--- src/rtl/tiled_dirty_rect_tracker_assert.svh ---
// Assertion macros for the tracker RTL.
// TDRT_ASSERT checks a property on every rising clock edge outside reset.
// TDRT_ASSERT_IMP checks a same-cycle implication.
// TDRT_ASSERT_NXT checks a next-cycle implication.
`ifndef TILED_DIRTY_RECT_TRACKER_ASSERT_SVH
`define TILED_DIRTY_RECT_TRACKER_ASSERT_SVH

`ifndef ASSERT_OFF
`define TDRT_ASSERT(name, prop, msg) \
    name: assert property (@(posedge i_clk) disable iff (!i_rst_n) prop) else $error(msg);
`define TDRT_ASSERT_IMP(name, ante, cons, msg) \
    `TDRT_ASSERT(name, (ante) |-> (cons), msg)
`define TDRT_ASSERT_NXT(name, ante, cons, msg) \
    `TDRT_ASSERT(name, (ante) |=> (cons), msg)
`else
`define TDRT_ASSERT(name, prop, msg)
`define TDRT_ASSERT_IMP(name, ante, cons, msg)
`define TDRT_ASSERT_NXT(name, ante, cons, msg)
`endif

`endif

--- src/rtl/tdrt_pkg.sv ---
package tdrt_pkg;

    // Tile geometry
    localparam int TILE_BITS = 6;
    localparam int TILE_SIZE = 1 << TILE_BITS;
    localparam int TX_BITS   = 4;
    localparam int TY_BITS   = 4;
    localparam int ADDR_W    = TX_BITS + TY_BITS;
    localparam int DEPTH     = 1 << ADDR_W;

    // Map coordinates and tile coordinates
    localparam int COORD_W = 13;
    localparam int SIZE_W  = 10;
    localparam int END_W   = COORD_W + 1;
    localparam int TC_W    = END_W - TILE_BITS;

    // Stored entry: x, y, w, h inside the tile
    localparam int OFS_W   = TILE_BITS;
    localparam int LEN_W   = TILE_BITS + 1;
    localparam int ENTRY_W = 2 * OFS_W + 2 * LEN_W;

    // Input tdata layout, lowest field first
    localparam int IN_LEFT_LO   = 0;
    localparam int IN_TOP_LO    = IN_LEFT_LO + COORD_W;
    localparam int IN_WIDTH_LO  = IN_TOP_LO + COORD_W;
    localparam int IN_HEIGHT_LO = IN_WIDTH_LO + SIZE_W;
    localparam int IN_COL_LO    = IN_HEIGHT_LO + SIZE_W;
    localparam int IN_ROW_LO    = IN_COL_LO + TX_BITS;
    localparam int IN_USED_W    = IN_ROW_LO + TY_BITS;
    localparam int IN_DATA_W    = ((IN_USED_W + 7) / 8) * 8;

    // Output tdata: x, y, w, h, seam_left, seam_top
    localparam int OUT_USED_W = ENTRY_W + 2;
    localparam int OUT_DATA_W = ((OUT_USED_W + 7) / 8) * 8;

    localparam logic MODE_MARK = 1'b0;
    localparam logic MODE_TAKE = 1'b1;

    typedef struct packed {
        logic load;
        logic rd;
        logic mark_wr;
        logic take_wr;
    } t_cmd;

    typedef struct packed {
        logic x_last;
        logic y_last;
        logic out_busy;
    } t_sts;

endpackage

--- src/rtl/tdrt_ctrl.sv ---
module tdrt_ctrl (
    input  logic            i_clk,
    input  logic            i_rst_n,
    input  logic            i_valid,
    input  logic            i_mode,
    input  tdrt_pkg::t_sts  i_sts,
    output logic            o_ready,
    output tdrt_pkg::t_cmd  o_cmd
);

    typedef enum logic [4:0] {
        S_IDLE = 5'b00001,
        S_MRD  = 5'b00010,
        S_MWR  = 5'b00100,
        S_TRD  = 5'b01000,
        S_TOUT = 5'b10000
    } t_state;

    t_state r_state;
    t_state n_state;

    always_ff @(posedge i_clk) begin
        if (!i_rst_n) begin
            r_state <= S_IDLE;
        end else begin
            r_state <= n_state;
        end
    end

    always_comb begin
        n_state = r_state;
        o_cmd   = '0;
        o_ready = 1'b0;
        unique case (r_state)
            S_IDLE: begin
                o_ready    = 1'b1;
                o_cmd.load = i_valid;
                if (i_valid) begin
                    n_state = (i_mode == tdrt_pkg::MODE_TAKE) ? S_TRD : S_MRD;
                end
            end
            S_MRD: begin
                o_cmd.rd = 1'b1;
                n_state  = S_MWR;
            end
            S_MWR: begin
                // merge the piece and advance to the next tile
                o_cmd.mark_wr = 1'b1;
                n_state = (i_sts.x_last && i_sts.y_last) ? S_IDLE : S_MRD;
            end
            S_TRD: begin
                o_cmd.rd = 1'b1;
                n_state  = S_TOUT;
            end
            S_TOUT: begin
                // hold until the output register is free
                if (!i_sts.out_busy) begin
                    o_cmd.take_wr = 1'b1;
                    n_state       = S_IDLE;
                end
            end
            default: begin
                n_state = S_IDLE;
            end
        endcase
    end

`include "tiled_dirty_rect_tracker_assert.svh"

    `TDRT_ASSERT_NXT(a_accept_leaves_idle, i_valid && o_ready, r_state != S_IDLE, "request accepted but idle")
    `TDRT_ASSERT_IMP(a_merge_after_read, o_cmd.mark_wr, $past(o_cmd.rd), "merge without table read")
    `TDRT_ASSERT_IMP(a_take_no_overrun, o_cmd.take_wr, !i_sts.out_busy, "output overwritten")

endmodule

--- config.mk ---
export PLATFORM = sky130hd
export DESIGN_NAME = tdrt_ctrl
export DESIGN_NICKNAME = d
export VERILOG_FILES = /design/src/rtl/tdrt_pkg.sv /design/src/rtl/tdrt_ctrl.sv
export VERILOG_INCLUDE_DIRS = /design/src /design/src/rtl
export SDC_FILE = /design/constraint.sdc
export NUM_CORES = 1
export LEC_CHECK = 0
export BUFFER_PORTS_ARGS = -buffer_cell sky130_fd_sc_hd__buf_2
export CAP_MARGIN = 20
export CORE_AREA = 2 2 39 41
export CTS_CLUSTER_DIAMETER = 150
export DETAILED_ROUTE_END_ITERATION = 10
export DIE_AREA = 0 0 41 43
export PLACE_DENSITY = 0.62
export SETUP_SLACK_MARGIN = 0.3
export SLEW_MARGIN = 20
export SYNTH_ARGS = -nofsm -noshare
export SYNTH_HDL_FRONTEND = slang
export SYNTH_SLANG_ARGS = --single-unit
--- constraint.sdc ---
create_clock -name i_clk -period 3.5 [get_ports i_clk]
set_clock_uncertainty 0.05 [all_clocks]
set_input_delay 0.35 -clock i_clk [delete_from_list [all_inputs] [get_ports i_clk]]
set_output_delay 0.35 -clock i_clk [all_outputs]
set_load 0.02 [all_outputs]
==> out/results.ini <==
[global_route]
grt_usage_pct=12.07
first_global_vias=325
antenna_found_initial=0
grt_pass1_wl_mm=1.359
overflow=0
grt_max_degree=11

[critical_path]
crit_path_max_fanout=9
reg2reg_to=r_state[2]
reg2regPathDepth=4
rr_startpoint=r_state[0]
required_ps=3100
endpoint_kind=output pin
reg2reg_slack_ps=2020
cp.arrival_ps=1390
start_kind=flip-flop
path_class=flip-flop to output pin

[drt]
drc=0
via_count=349
antenna_left=0
wl_per_cell_um=12.09
first_iter_violations=8
wl_um=810
post_drt_via_cell_ratio=5.209
drt_first_pass_iters=4

[pwr]
peakVddDrop_mv=0.2132
power_density_mw_per_mm2=426.2
total_power_mw=0.1946
p_leak_nw=0.1969

[clocking]
h-tree-depth=1
numCtsBuffers=3
path_clk_slew_ps=40
cts_setup_buffers=0
clock_sinks=5
cts.repair.resized=0
cts.path.max_buffers=2
cts_tree=yes
root_buffer=clkbuf_4
cts_hold_buf=0
clock_latency_ps=240

[sta]
max_slew_margin_pct=72.31
post-route-min-period_ps=1790
report.final.slew_viol_count=0
min_period_over_period_pct=51.14
final.setup.tns_ps=0
setup_viol=0
worstMarginPinSlew_ps=414.8
rsz0062_at_grt=no
hold_viol=0
max_freq_mhz=558.7

[floorplan]
initial_core_util_pct=29.48
fp-row-count=14
die_area_mm2=0.001763
die_y_um=43
core_mm2=0.001384
ios=12
die_w_um=41

[logic_synthesis]
synth_top_area_cell=dfxtp_1
ys_types=26
synth-compound-area-share_pct=7.055
ys_ff_latch=5
synth_mux_area_share_pct=2.454
ys_dominant_reg_cell=dfxtp_1
yosys.area_share.simple_pct=47.85
yosys.area.top_type_share_pct=24.54
synthArstFlopShare_pct=0
syn-mean-instance-area_um2=9.949
yosys.area_share.adder_pct=0
synth_xor_area_share_pct=4.294
ys_warn_count=0
syn_nets=48
synthTopCellsByArea=dfxtp_1 25%, buf_6 11%, and4b_1 7.4%
synth_area_um2=407.9
synth-edff-count=0
synth_cells=41
synth_top_family_by_area=simple AND/OR/NAND/NOR gates
synth-seq-area-share_pct=24.54

[placement]
io_buffer_count=11
hpwlAfterDp_um=559.8
gp_congestion=0.7125

[run_status]
status=complete, no violations

[final_layout]
reg_top3=r_state (5)
final_nets=59
syn_to_final_growth_pct=11.96
top_register=r_state
num_antenna_cells=0
largest_reg_flops=5
drive_gt1_share_pct=35.29

[worst_hold_path]
min_path_cells=2
holdCritPathClass=input port to flip-flop
hold_path_end=r_state[0]
hold_path.startpoint=i_rst_n

[job]
maxCapViolCount=0

## area by class of cell
cell class | instances | area (um^2)
clock buffer | 4 | 26.28
inverter | 1 | 3.754
tap | 16 | 20.02
fill | 150 | 927.1
timing repair buffer | 11 | 55.05
sequential | 5 | 100.1
multi-input combinational | 30 | 251.5
## through the flow
step,area (um^2),hold slack [ps],util (%),worst slack [ps],cells
final,456.7,287.7,33.00,1710,67
after global routing,456.7,299.8,33.00,1588,67
after CTS,456.7,284.5,33.00,1685,67
after detailed placement,430.4,541.8,31.10,1969,63
after global placement,430.4,544.9,31.10,2000,63
after floorplan,407.9,391.3,-,1913,41
## power by group
| part | leakage [nW] | internal [mW] | switching (mW) |
|---|---|---|---|
| registers | 0.0408 | 0.0613 | 0.0119 |
| logic | 0.141 | 0.0285 | 0.0258 |
| clock network | 0.0150 | 0.0431 | 0.0240 |
| total | 0.197 | 0.133 | 0.0617 |
## worst max-delay path by stage
stage                    start        to  slack [ps]  cells after the start
floorplan           r_state[3]  o_cmd[3]        1910                      4
global placement    r_state[0]  o_cmd[3]        2000                      4
detailed placement  r_state[0]  o_cmd[3]        1970                      4
CTS                 r_state[0]  o_cmd[3]        1680                      4
global route        r_state[0]  o_cmd[3]        1590                      4
finish              r_state[0]  o_cmd[3]        1710                      4
## cell usage after synthesis (2+ instances only)
library cell / instances
dfxtp_1: 5
buf_6: 4
and4b_1: 3
nor4_1: 3
nand2_1: 2
nor2b_1: 2
nor3_1: 2
xnor2_1: 2
## cell families (layout without fill, tap and decap cells)
kind of cell | count (synthesis) | count (layout)
AO/OA/AOI/OAI | 4 | 4
XOR/XNOR | 2 | 2
buffers and inverters | 6 | 16
flip-flops | 5 | 5
multiplexers | 1 | 1
AND/OR/NAND/NOR | 23 | 23
## cell usage in the layout (no fill, tap or decap)
master	n
and3_1	1
nor4b_1	1
nor2_4	1
o31ai_1	1
nor2b_1	2
nand4_1	1
a22oi_1	1
mux2i_1	1
dfxtp_1	5
nand2b_1	1
clkbuf_4	3
nand2_1	2
nor2_1	1
and3b_1	1
and4b_1	3
a21oi_1	1
clkbuf_1	1
nor3_1	2
nor4_1	3
nand2b_4	1
buf_2	11
xnor2_1	2
inv_1	1
and2_1	1
nor4_4	1
nor4b_4	1
o311ai_0	1
## layer usage
layer / share of wire (%) / track usage (%) / vias up / wire, um
li1: - / - / 173 / -
met1: 43 / 13.92 / 160 / 350
met2: 45 / 16.56 / 12 / 367
met3: 8.1 / 7.853 / 4 / 66
met4: 3.1 / 6.000 / 0 / 25
met5: 0 / 0 / - / 0
## critical path, cell delays in order, from the launching register on
cell	delay (ps)
dfxtp_1	520
nand2b_4	110
nor4_4	170
and2_1	180
buf_2	160
Power figures use the tool's default switching activity.
